$ cat src/rtl/ndd_pkg.sv
// Shared types and constants for the Newton divided-difference interpolator.
// No dependencies; imported by the channel interfaces and the top level.
package ndd_pkg;

   localparam int MAX_NODES = 16;
   localparam int IDX_W     = $clog2(MAX_NODES);
   localparam int CNT_W     = $clog2(MAX_NODES + 1);

   localparam int DIV_STEPS = 49;
   localparam int MUL_STEPS = 33;
   localparam int STEP_W    = 6;

   typedef enum logic {
      ACT_LOAD = 1'b0,
      ACT_EVAL = 1'b1
   } action_type;

   typedef enum logic [1:0] {
      ST_OK      = 2'd0,
      ST_DUP_X   = 2'd1,
      ST_FULL    = 2'd2,
      ST_UNBUILT = 2'd3
   } status_type;

   typedef struct packed {
      logic               action;
      logic signed [31:0] node_x;
      logic signed [31:0] node_y;
      logic               last_node;
      logic signed [31:0] query_x;
   } req_type;

   typedef struct packed {
      logic signed [31:0] value;
      logic [1:0]         status;
   } rsp_type;

   typedef enum logic [3:0] {
      S_IDLE,
      S_B_RDA,
      S_B_RDB,
      S_B_PREP,
      S_B_DIV,
      S_B_WR,
      S_E_RDP,
      S_E_CAPP,
      S_E_RD,
      S_E_PREP,
      S_E_MUL,
      S_E_ACC,
      S_OUT
   } state_type;

endpackage

$ cat src/rtl/ndd_if.sv
// Valid/ready channel interfaces for requests and responses.
// Depends on ndd_pkg for the payload types.
interface ndd_req_if import ndd_pkg::*; ();
   logic    valid;
   logic    ready;
   req_type payload;
   modport source (output valid, output payload, input ready);
   modport sink   (input valid, input payload, output ready);
endinterface

interface ndd_rsp_if import ndd_pkg::*; ();
   logic    valid;
   logic    ready;
   rsp_type payload;
   modport source (output valid, output payload, input ready);
   modport sink   (input valid, input payload, output ready);
endinterface

$ cat src/rtl/newton_divided_difference_interp.sv
// Newton divided-difference interpolator, signed Q16.16, one request at a time.
// Load without last_node: response registered in the cycle after accept. Load with last_node
// on n nodes builds the divided differences through the shared bit-serial divide (49 steps per
// coefficient). Evaluate runs Horner steps through the 33-step shift-add multiply.
// Synchronous reset clears node count, built flag, sequencer and response valid;
// node stores are not cleared and hold garbage until loaded.
module newton_divided_difference_interp import ndd_pkg::*; (
   input logic        clock,
   input logic        reset,
   ndd_req_if.sink    req_chan,
   ndd_rsp_if.source  rsp_chan
);

   // node stores: one write and one registered read per cycle each
   logic [31:0] x_mem [MAX_NODES];
   logic [31:0] c_mem [MAX_NODES];
   logic [31:0] x_rd_ff, c_rd_ff;
   logic [IDX_W-1:0] x_raddr, c_raddr;
   logic             x_we, c_we;
   logic [IDX_W-1:0] x_waddr, c_waddr;
   logic [31:0]      x_wdata, c_wdata;

   // sequencer and datapath registers
   state_type            state_ff, state_in;
   logic [CNT_W-1:0]     count_ff, count_in;
   logic                 built_ff, built_in;
   logic [IDX_W-1:0]     i_ff, i_in, j_ff, j_in, k_ff, k_in;
   logic signed [31:0]   query_ff, query_in;
   logic signed [31:0]   p_ff, p_in;
   logic signed [31:0]   ca_ff, ca_in;
   logic signed [31:0]   xa_ff, xa_in;
   logic                 sign_ff, sign_in;
   logic [1:0]           stat_ff, stat_in;
   logic [65:0]          work_ff, work_in;
   logic [48:0]          shreg_ff, shreg_in;
   logic [32:0]          opnd_ff, opnd_in;
   logic [STEP_W-1:0]    step_ff, step_in;
   logic                 rsp_valid_ff, rsp_valid_in;
   rsp_type              rsp_data_ff, rsp_data_in;

   // shared add/subtract unit: restoring divide step or shift-add multiply step
   logic        unit_div;
   logic [65:0] unit_a, unit_b, unit_sum;
   logic [65:0] unit_work;
   logic [48:0] unit_shreg;

   always_comb begin
      if (unit_div) begin
         unit_a = {32'd0, work_ff[32:0], shreg_ff[48]};
         unit_b = {33'd0, opnd_ff};
         unit_sum = unit_a + ~unit_b + 66'd1;
         if (!unit_sum[65]) begin
            unit_work  = unit_sum;
            unit_shreg = {shreg_ff[47:0], 1'b1};
         end else begin
            unit_work  = unit_a;
            unit_shreg = {shreg_ff[47:0], 1'b0};
         end
      end else begin
         unit_a = {work_ff[64:0], 1'b0};
         unit_b = shreg_ff[48] ? {33'd0, opnd_ff} : 66'd0;
         unit_sum   = unit_a + unit_b;
         unit_work  = unit_sum;
         unit_shreg = {shreg_ff[47:0], 1'b0};
      end
   end

   // build and evaluate arithmetic around the unit
   logic signed [32:0] num_d, den_d, q_d;
   logic [32:0]        num_mag, den_mag, q_mag, p_mag;
   logic [31:0]        div_sat;
   logic [48:0]        prod_mag;
   logic signed [50:0] prod_s, horner_sum;
   logic signed [31:0] horner_sat;
   logic [CNT_W-1:0]   eff_count, cnt_m1;

   always_comb begin
      num_d   = {ca_ff[31], ca_ff} - {c_rd_ff[31], c_rd_ff};
      den_d   = {xa_ff[31], xa_ff} - {x_rd_ff[31], x_rd_ff};
      num_mag = num_d[32] ? 33'(-num_d) : 33'(num_d);
      den_mag = den_d[32] ? 33'(-den_d) : 33'(den_d);
      q_d     = {query_ff[31], query_ff} - {x_rd_ff[31], x_rd_ff};
      q_mag   = q_d[32] ? 33'(-q_d) : 33'(q_d);
      p_mag   = p_ff[31] ? 33'(-{p_ff[31], p_ff}) : {1'b0, p_ff};

      // truncated quotient magnitude in shreg, saturate with sign
      if (sign_ff) begin
         if (shreg_ff > 49'h0_8000_0000) div_sat = 32'h8000_0000;
         else                            div_sat = 32'(-shreg_ff[31:0]);
      end else begin
         if (shreg_ff > 49'h0_7FFF_FFFF) div_sat = 32'h7FFF_FFFF;
         else                            div_sat = shreg_ff[31:0];
      end

      // drop the 16 fraction bits of the magnitude, then apply sign
      prod_mag   = work_ff[64:16];
      prod_s     = sign_ff ? -$signed({2'b00, prod_mag}) : $signed({2'b00, prod_mag});
      horner_sum = prod_s + {{19{ca_ff[31]}}, ca_ff};
      if (horner_sum > 51'sd2147483647)       horner_sat = 32'sh7FFF_FFFF;
      else if (horner_sum < -51'sd2147483648) horner_sat = 32'sh8000_0000;
      else                                    horner_sat = horner_sum[31:0];

      eff_count = built_ff ? '0 : count_ff;
      cnt_m1    = count_ff - CNT_W'(1);
   end

   // state register
   always_ff @(posedge clock) begin
      if (reset) begin
         state_ff     <= S_IDLE;
         count_ff     <= '0;
         built_ff     <= 1'b0;
         rsp_valid_ff <= 1'b0;
      end else begin
         state_ff     <= state_in;
         count_ff     <= count_in;
         built_ff     <= built_in;
         rsp_valid_ff <= rsp_valid_in;
      end
   end

   // datapath registers
   always_ff @(posedge clock) begin
      i_ff        <= i_in;
      j_ff        <= j_in;
      k_ff        <= k_in;
      query_ff    <= query_in;
      p_ff        <= p_in;
      ca_ff       <= ca_in;
      xa_ff       <= xa_in;
      sign_ff     <= sign_in;
      stat_ff     <= stat_in;
      work_ff     <= work_in;
      shreg_ff    <= shreg_in;
      opnd_ff     <= opnd_in;
      step_ff     <= step_in;
      rsp_data_ff <= rsp_data_in;
   end

   // node stores
   always_ff @(posedge clock) begin
      if (x_we) x_mem[x_waddr] <= x_wdata;
      if (c_we) c_mem[c_waddr] <= c_wdata;
      x_rd_ff <= x_mem[x_raddr];
      c_rd_ff <= c_mem[c_raddr];
   end

   assign req_chan.ready   = (state_ff == S_IDLE) && (!rsp_valid_ff || rsp_chan.ready);
   assign rsp_chan.valid   = rsp_valid_ff;
   assign rsp_chan.payload = rsp_data_ff;

   // next state, datapath control
   always_comb begin
      state_in     = state_ff;
      count_in     = count_ff;
      built_in     = built_ff;
      i_in         = i_ff;
      j_in         = j_ff;
      k_in         = k_ff;
      query_in     = query_ff;
      p_in         = p_ff;
      ca_in        = ca_ff;
      xa_in        = xa_ff;
      sign_in      = sign_ff;
      stat_in      = stat_ff;
      work_in      = work_ff;
      shreg_in     = shreg_ff;
      opnd_in      = opnd_ff;
      step_in      = step_ff;
      rsp_data_in  = rsp_data_ff;
      unit_div     = 1'b1;
      x_we         = 1'b0;
      c_we         = 1'b0;
      x_waddr      = eff_count[IDX_W-1:0];
      c_waddr      = eff_count[IDX_W-1:0];
      x_wdata      = req_chan.payload.node_x;
      c_wdata      = req_chan.payload.node_y;
      x_raddr      = i_ff;
      c_raddr      = i_ff;

      // drop the response once taken
      rsp_valid_in = rsp_valid_ff && !rsp_chan.ready;

      unique case (state_ff)
         S_IDLE: begin
            if (req_chan.valid && req_chan.ready) begin
               if (req_chan.payload.action == ACT_EVAL) begin
                  if (!built_ff) begin
                     rsp_valid_in = 1'b1;
                     rsp_data_in  = '{value: 32'sd0, status: ST_UNBUILT};
                  end else begin
                     query_in = req_chan.payload.query_x;
                     k_in     = cnt_m1[IDX_W-1:0];
                     state_in = S_E_RDP;
                  end
               end else begin
                  // a load always drops a finished interpolant
                  built_in = 1'b0;
                  if (eff_count == CNT_W'(MAX_NODES)) begin
                     count_in     = '0;
                     rsp_valid_in = 1'b1;
                     rsp_data_in  = '{value: 32'sd0, status: ST_FULL};
                  end else begin
                     x_we     = 1'b1;
                     c_we     = 1'b1;
                     count_in = eff_count + CNT_W'(1);
                     if (req_chan.payload.last_node && eff_count != '0) begin
                        j_in     = IDX_W'(1);
                        i_in     = eff_count[IDX_W-1:0];
                        state_in = S_B_RDA;
                     end else begin
                        built_in     = req_chan.payload.last_node;
                        rsp_valid_in = 1'b1;
                        rsp_data_in  = '{value: 32'sd0, status: ST_OK};
                     end
                  end
               end
            end
         end

         S_B_RDA: begin
            state_in = S_B_RDB;
         end

         S_B_RDB: begin
            // capture c[i], x[i]; fetch c[i-1], x[i-j]
            ca_in    = c_rd_ff;
            xa_in    = x_rd_ff;
            c_raddr  = i_ff - IDX_W'(1);
            x_raddr  = i_ff - j_ff;
            state_in = S_B_PREP;
         end

         S_B_PREP: begin
            if (den_d == '0) begin
               count_in = '0;
               built_in = 1'b0;
               p_in     = 32'sd0;
               stat_in  = ST_DUP_X;
               state_in = S_OUT;
            end else begin
               work_in  = '0;
               shreg_in = {num_mag, 16'd0};
               opnd_in  = den_mag;
               sign_in  = num_d[32] ^ den_d[32];
               step_in  = STEP_W'(DIV_STEPS);
               state_in = S_B_DIV;
            end
         end

         S_B_DIV: begin
            unit_div = 1'b1;
            work_in  = unit_work;
            shreg_in = unit_shreg;
            step_in  = step_ff - STEP_W'(1);
            if (step_ff == STEP_W'(1)) state_in = S_B_WR;
         end

         S_B_WR: begin
            c_we    = 1'b1;
            c_waddr = i_ff;
            c_wdata = div_sat;
            if (i_ff == j_ff) begin
               if (CNT_W'(j_ff) + CNT_W'(1) == count_ff) begin
                  built_in = 1'b1;
                  p_in     = 32'sd0;
                  stat_in  = ST_OK;
                  state_in = S_OUT;
               end else begin
                  j_in     = j_ff + IDX_W'(1);
                  i_in     = cnt_m1[IDX_W-1:0];
                  state_in = S_B_RDA;
               end
            end else begin
               i_in     = i_ff - IDX_W'(1);
               state_in = S_B_RDA;
            end
         end

         S_E_RDP: begin
            c_raddr  = k_ff;
            state_in = S_E_CAPP;
         end

         S_E_CAPP: begin
            p_in = c_rd_ff;
            if (k_ff == '0) begin
               stat_in  = ST_OK;
               state_in = S_OUT;
            end else begin
               state_in = S_E_RD;
            end
         end

         S_E_RD: begin
            c_raddr  = k_ff - IDX_W'(1);
            x_raddr  = k_ff - IDX_W'(1);
            state_in = S_E_PREP;
         end

         S_E_PREP: begin
            ca_in    = c_rd_ff;
            work_in  = '0;
            shreg_in = {q_mag, 16'd0};
            opnd_in  = p_mag;
            sign_in  = p_ff[31] ^ q_d[32];
            step_in  = STEP_W'(MUL_STEPS);
            state_in = S_E_MUL;
         end

         S_E_MUL: begin
            unit_div = 1'b0;
            work_in  = unit_work;
            shreg_in = unit_shreg;
            step_in  = step_ff - STEP_W'(1);
            if (step_ff == STEP_W'(1)) state_in = S_E_ACC;
         end

         S_E_ACC: begin
            p_in = horner_sat;
            k_in = k_ff - IDX_W'(1);
            if (k_ff == IDX_W'(1)) begin
               stat_in  = ST_OK;
               state_in = S_OUT;
            end else begin
               state_in = S_E_RD;
            end
         end

         S_OUT: begin
            // hold until the response register is free
            if (!rsp_valid_ff || rsp_chan.ready) begin
               rsp_valid_in = 1'b1;
               rsp_data_in  = '{value: p_ff, status: stat_ff};
               state_in     = S_IDLE;
            end
         end

         default: begin
            state_in = S_IDLE;
         end
      endcase
   end

endmodule
$ cat src/flat_wrapper.sv
// flat-port wrapper written by rule: the top's interface ports become plain ports
module newton_divided_difference_interp_flat import ndd_pkg::*;
  (clock, reset, req_chan_valid, req_chan_payload, req_chan_ready, rsp_chan_valid, rsp_chan_payload, rsp_chan_ready);
  ndd_req_if req_chan_i ();
  ndd_rsp_if rsp_chan_i ();
  input logic clock;
  input logic reset;
  input wire logic [$bits(req_chan_i.valid)-1:0] req_chan_valid;
  input wire logic [$bits(req_chan_i.payload)-1:0] req_chan_payload;
  output wire logic [$bits(req_chan_i.ready)-1:0] req_chan_ready;
  output wire logic [$bits(rsp_chan_i.valid)-1:0] rsp_chan_valid;
  output wire logic [$bits(rsp_chan_i.payload)-1:0] rsp_chan_payload;
  input wire logic [$bits(rsp_chan_i.ready)-1:0] rsp_chan_ready;
  assign req_chan_i.valid = req_chan_valid;
  assign req_chan_i.payload = req_chan_payload;
  assign req_chan_ready = req_chan_i.ready;
  assign rsp_chan_valid = rsp_chan_i.valid;
  assign rsp_chan_payload = rsp_chan_i.payload;
  assign rsp_chan_i.ready = rsp_chan_ready;
  newton_divided_difference_interp u_core (.clock(clock), .reset(reset), .req_chan(req_chan_i), .rsp_chan(rsp_chan_i));
endmodule
$ cat config.mk
export PLATFORM = sky130hd
export DESIGN_NAME = newton_divided_difference_interp_flat
export DESIGN_NICKNAME = d
export VERILOG_FILES = /design/src/rtl/ndd_pkg.sv /design/src/rtl/ndd_if.sv /design/src/rtl/newton_divided_difference_interp.sv /design/src/flat_wrapper.sv
export SDC_FILE = /design/constraint.sdc
export NUM_CORES = 2
export LEC_CHECK = 0
export BUFFER_PORTS_ARGS = -buffer_cell sky130_fd_sc_hd__buf_4
export CELL_PAD_IN_SITES_DETAIL_PLACEMENT = 1
export CELL_PAD_IN_SITES_GLOBAL_PLACEMENT = 2
export CORE_UTILIZATION = 30
export DETAILED_ROUTE_END_ITERATION = 8
export GPL_ROUTABILITY_DRIVEN = 0
export PLACE_DENSITY = 0.56
export SKIP_CTS_REPAIR_TIMING = 1
export SYNTH_ARGS = -nofsm -noshare
export SYNTH_HDL_FRONTEND = slang
export SYNTH_SLANG_ARGS = --single-unit
$ cat constraint.sdc
create_clock -name clock -period 12.2 [get_ports clock]
set_input_delay 1.83 -clock clock [delete_from_list [all_inputs] [get_ports clock]]
set_output_delay 1.83 -clock clock [all_outputs]
set_load 0.1 [all_outputs]
### Yosys cells after proc, flatten, opt, wreduce, memory -nomap -nowiden

Memories as Yosys holds them, arrays and structs flattened. A register that Yosys moved wholly into a read port is not among the register bits.
Cells that the tools add are included.

* logic and storage cells: 227
* memory bits (read-only): 0
* output and inout port bits: 36
* memory bits (writable): 1024
* memories: 2
* input bits: 102
* bits in registers: 341
* latch bits: 0

Memory list
* u_core.c_mem: depth 16, width 32, read ports 1, clocked after Yosys merged registers in 1, wr ports 1, RTL line newton_divided_difference_interp.sv:16 `logic [31:0] c_mem [MAX_NODES];`
* u_core.x_mem: depth 16, width 32, read ports 1, clocked after Yosys merged registers in 1, wr ports 1, RTL line newton_divided_difference_interp.sv:15 `logic [31:0] x_mem [MAX_NODES];`

* eq/ne operators: 39
* order comparisons: 4
* bitwise gates (word level): 3
* multiply operators: 0
* $add $sub $neg: 21
* shift-type cells: 0
* muxes and demuxes: 106
* divide/modulo/power cells: 0
* reduce and logical (&&, ||, !) cells: 33

Operators by type and width (count)
* $mux W32: 9
* $mux W34: 6
* $mux W33: 6
* $mux W65: 3
* $pmux W65 S3: 1
* $pmux W49 S3: 1
* $neg A33 Y33: 4
* $pmux W32 S4: 1
* $mux W4: 25
* $sub A32 B32 Y33: 3
* $pmux W34 S2: 1
* $add A34 B66 Y66: 1
* $add A66 B1 Y66 const B: 1
* $not A33 Y66: 1
* $pmux W33 S2: 1
* $add A65 B33 Y65: 1
* $pmux W4 S13: 1
* $add A51 B51 Y51: 1
* $gt A51 B32 Y1 const B: 1
* $lt A51 B32 Y1 const B: 1
* $mux W51: 1
* $neg A49 Y51: 1
* $gt A49 B31 Y1 const B: 1
* $gt A49 B32 Y1 const B: 1
* 49 further kinds: 133

### Longest topological paths before layout

* depth in word-level cells: 8
* mapped depth: 25
* gate-level depth less buffers: 23

### Least setup slack after synthesis

No wires, ideal clock.

* path kind: register to register
* start: reg u_core.xa_ff[0]
* end: reg u_core.shreg_ff[0], enable pin
* library setup time: 0.631 ns
* buffers on the path: 0
* period minus slack after synthesis: 9.072 ns
* data required time: 11.569 ns
* stages on the path, launching flop included: 16
* path slack: 3.128 ns
* arrival: 8.441 ns
* path through: edfxtp_1 inv_1 ha_1 inv_1 fa_1 a21oi_1 o21a_1 o21ai_1 a21oi_1 o21ai_1 a211oi_1 a2111o_1 a211oi_2 nand2_1 nand4b_1 a21boi_1

* word-level cells in the longest chain between the ends: 4

Ends and longest elaborated chain
* start, declared: RTL line newton_divided_difference_interp.sv:31 `logic signed [31:0] xa_ff, xa_in;`
* start signal, assigned: RTL line newton_divided_difference_interp.sv:130 `xa_ff <= xa_in;`
* $sub A32 B32 Y33: RTL line newton_divided_difference_interp.sv:79 `den_d = {xa_ff[31], xa_ff} - {x_rd_ff[31], x_rd_ff};`
* $logic_not A33 Y1: RTL line newton_divided_difference_interp.sv:235 `if (den_d == '0) begin`
* $ne A2 B2 Y1 (no source line)
* $reduce_and A2 Y1 (no source line)
* end signal, assigned: RTL line newton_divided_difference_interp.sv:134 `shreg_ff <= shreg_in;`
* end, declared: RTL line newton_divided_difference_interp.sv:35 `logic [48:0] shreg_ff, shreg_in;`

Every way passes these cells.
A chain may end at the register's enable or synchronous reset.

### Final worst setup path

* start: reg u_core.work_ff[20]
* end: reg u_core.p_ff[14], data pin

* word-level cells in the longest chain between the ends: 7
* elaborated cells on any way between the ends: 8
* classes of those cells: add/sub (2); order compare (2); mux (4)

Ends and longest elaborated chain
* start, declared: RTL line newton_divided_difference_interp.sv:34 `logic [65:0] work_ff, work_in;`
* start signal, assigned: RTL line newton_divided_difference_interp.sv:133 `work_ff <= work_in;`
* $neg A49 Y51: RTL line newton_divided_difference_interp.sv:97 `prod_s = sign_ff ? -$signed({2'b00, prod_mag}) : $signed({2'b00, prod_mag});`
* $mux W51 (*): RTL line newton_divided_difference_interp.sv:97
* $add A51 B51 Y51 (*): RTL line newton_divided_difference_interp.sv:98 `horner_sum = prod_s + {{19{ca_ff[31]}}, ca_ff};`
* $lt A51 B32 Y1: RTL line newton_divided_difference_interp.sv:100 `else if (horner_sum < -51'sd2147483648) horner_sat = 32'sh8000_0000;`
* $mux W32: RTL line newton_divided_difference_interp.sv:100
* $mux W32 (*): RTL line newton_divided_difference_interp.sv:99 `if (horner_sum > 51'sd2147483647) horner_sat = 32'sh7FFF_FFFF;`
* $pmux W32 S4 (*): RTL line newton_divided_difference_interp.sv:184 `unique case (state_ff)`
* via u_core.p_in[14]: RTL line newton_divided_difference_interp.sv:29 `logic signed [31:0] p_ff, p_in;`
* end signal, assigned: RTL line newton_divided_difference_interp.sv:128 `p_ff <= p_in;`
* end, declared: RTL line newton_divided_difference_interp.sv:29

Mark *: on every way through the listed nets, which the timed path passes. The rest lies on a longest branch.

==> impl_metrics.csv <==
group,metric,value,unit
status,status,"complete, no violations",
floorplan,start_util,30.2,%
synth,ys_warn_count,0,
clock_tree,cts_tree,"built",
job,maxCapViolations,0,
synth,yosys.area.top_type,"edfxtp_1",
routing,antenna_left,0,
synth,syn-num-nets,6970,
sta,post-route-period-util,57.8,%
layout,layoutNonFillerInstCount,10100,
power,p_switching,10.8,mW
sta,slew_headroom,14.5,%
critical_path,end_kind,"flop",
placed_design,hpwl,177000,µm
sta,hold_ws,0.424,ns
sta,tightest_slew,1.27,ns
synth,ys_ff_latch,1428,
layout,layout.nets,6997,
routing,drt_wl_total,262000,µm
layout,drive_gt1_share,9.24,%
critical_path,worst-path-max-fanout,31,
floorplan,die_h,502,µm
synth,yosys.area.top_type_share,54.2,%
global_route,grt_pass1_vias,55100,
power,power_density,277,nW/µm²
floorplan,core,248000,µm²
global_route,grt_max_degree,157,
global_route,overflow,0,
clock_tree,cts_buffers,172,
synth,syn_avg_cell_area,11.3,µm²
placed_design,io_buffer_count,137,
power,swShare,45.7,%
clock_tree,htreeDepth,4,
floorplan,fp.dieW,502,µm
power,sequentialPowerShare,28.1,%
global_route,antenna_found_initial,24,
sta,max_clock_freq,142,MHz
synth,synthCells,6625,
clock_tree,cts_num_sinks,1428,
floorplan,io_pins,138,
sta,slew_viol_final,0,
floorplan,rows,183,
synth,synth_area_leaders,"edfxtp_1, a211oi_1, ha_1",
power,p_comb_share,50.5,%
sta,rsz0062_at_grt,"false",
sta,finClkSkew,0.0760,ns
sta,setup-tns-final,0,ns
critical_path,critPathArrivalTime,7.67,ns
synth,synth-edff-count,1353,
power,p_clk_share,21.4,%
sta,setup-violations-final,0,
critical_path,crit_path_start_kind,"flop",
synth,syn_area,74900,µm²
global_route,grt_use_total,20.5,%
synth,yosysUniqueCellTypes,106,
global_route,grt_pass1_wl,383000,µm
critical_path,cp_data_required_time,12.82,ns
placed_design,dp_cells,9807,
routing,via_count,53800,
synth,yosysSeqAreaShare,56.2,%
synth,synthArstFlopShare,0,%
min_path,hold_class,"flop to flop",
floorplan,dieArea,252000,µm²
power,leakage,29.5,nW
synth,ys.flop_type,"edfxtp_1",
routing,viasPerCell,5.31,
power,p_int,12.9,mW
routing,drtPass1Iterations,6,
routing,drt-initial-drc-count,3474,
clock_tree,insertion_delay,0.85,ns
layout,fin_util,34.4,%
clock_tree,root_buffer,"clkbuf_16",
layout,synthToLayoutAreaGrowth,14.1,%
clock_tree,clk_pin_slew,0.06,ns
clock_tree,cts_buffer_depth,3,
critical_path,critPathKind,"flop to flop",
sta,fin_crit,7.06,ns
power,worst_ir_drop_vdd,197,µV
routing,drc,0,
routing,wire_per_inst,25.9,µm
sta,hold_viol_final,0,
[cells in the mapped netlist (all sizes together) (142+ instances only)]
cell / n
a21oi: 499
edfxtp: 1353
ha: 236
xnor2: 252
and2: 149
nand2: 593
mux2i: 142
a211oi: 430
nor2b: 175
nor2: 410
clkbuf: 331
o21ai: 267
inv: 186
[layout by cell type, fill, tap and decap left out, types with 37 or more instances in the layout]
cell          n
o31ai_1      44
nor2_1      368
nand3_1      89
o22ai_1      41
nand4_1      55
o21ai_1      77
a21oi_1     494
a211oi_1    428
nand2b_1     43
nor4_1       37
a21o_1      133
edfxtp_1   1353
xor2_1      122
xnor2_1     252
clkbuf_16   172
mux2i_1     142
and3_1       70
a31oi_1     114
o211ai_1     44
a311oi_1     73
clkinv_1     39
buf_4       233
o21ai_0     188
nor2b_1     174
nor2_4       37
dfxtp_1      75
or3_1        38
nand2_1     591
ha_1        236
clkbuf_1     46
and2_1      136
nor3_1       91
o21a_1       52
inv_1       186
[per-stage QoR]
step	setup WS, ns	total power [mW]	cell area (µm²)
2_1_floorplan	3.13	14.7	74900
6_report	5.14	23.7	85500
3_5_place_dp	5.26	18.8	79900
3_3_place_gp	5.25	18.7	79900
5_1_grt	4.76	25.2	85500
4_1_cts	5.18	24.0	85500
[cell families (layout without fill, tap and decap cells)]
kind of cell / count (synthesis) / after routing / synth area share, %
DFF: 1428 / 1428 / 56.2
AOI/OAI and AO/OA: 1997 / 1997 / 18.0
and+or+nand+nor: 1863 / 1863 / 12.3
other: 0 / 8 / 0
adders and majority gates: 243 / 243 / 4.13
muxes: 147 / 147 / 1.97
xor gates and xnor gates: 374 / 374 / 4.37
buffers and inverters: 573 / 744 / 2.96
[cell type report]
class	count	area, µm²
tap	3330	4170
clock inverter	88	973
clock buffer	230	4640
antenna	8	20.0
fill	26800	163000
multi-input combinational	4624	31000
sequential	1428	42100
inverter	187	702
timing repair buffer	239	1860
[power by group through the flow]
stage | Sequential (mW) | Combinational, mW | Clock [mW]
final | 6.65 | 12.0 | 5.07
after global routing | 6.70 | 13.1 | 5.40
after CTS | 6.66 | 12.1 | 5.23
after detailed placement | 6.75 | 12.0 | 0
after global placement | 6.73 | 12.0 | 0
after floorplan | 6.92 | 7.78 | 0
[metal layers]
layer	global-route usage [%]	vias to the layer above	part of all wire, %
met5	0	-	0.014
met4	5.12	6	2.3
met3	2.16	286	3.1
met2	33.5	837	46
met1	28.8	27300	48
li1	-	25300	-
[worst paths after layout]
path	startpoint	endpoint	cells past startpoint	slack, ns
worst max-delay path	u_core.work_ff[20]	u_core.p_ff[14]	22	5.14
worst min-delay path	u_core.c_rd_ff[5]	u_core.ca_ff[5]	0	0.42
worst max register to register	u_core.work_ff[20]	u_core.p_ff[14]	22	5.14
worst min register to register	u_core.c_rd_ff[5]	u_core.ca_ff[5]	0	0.42
[registers in the layout, indices dropped and copies added (netlist names), 33 cells and up]
register	cells
u_core.work_ff	65
u_core.c_mem	512
u_core.x_mem	512
u_core.opnd_ff	33
u_core.rsp_chan.payload	34
u_core.shreg_ff	49
[critical path: stages, from the launching register on]
cell and delay (ns):
edfxtp_1 0.55, or4_4 0.58, or3_4 0.37, nor2_4 0.11, nand3_2 0.14, or4_4 0.54
nand2b_4 0.19, nor2_4 0.14, nand2_2 0.08, or4_4 0.47, o41ai_2 0.25, xnor2_1 0.10
ha_1 0.39, nand2_1 0.14, o21ai_0 0.56, nor3_1 0.09, a21oi_1 0.15, o211ai_1 0.11
a211oi_1 0.32, nand2_1 0.09, or4_1 0.53, o31a_2 0.62, o22ai_1 0.27
Power figures use the tool's default switching activity.
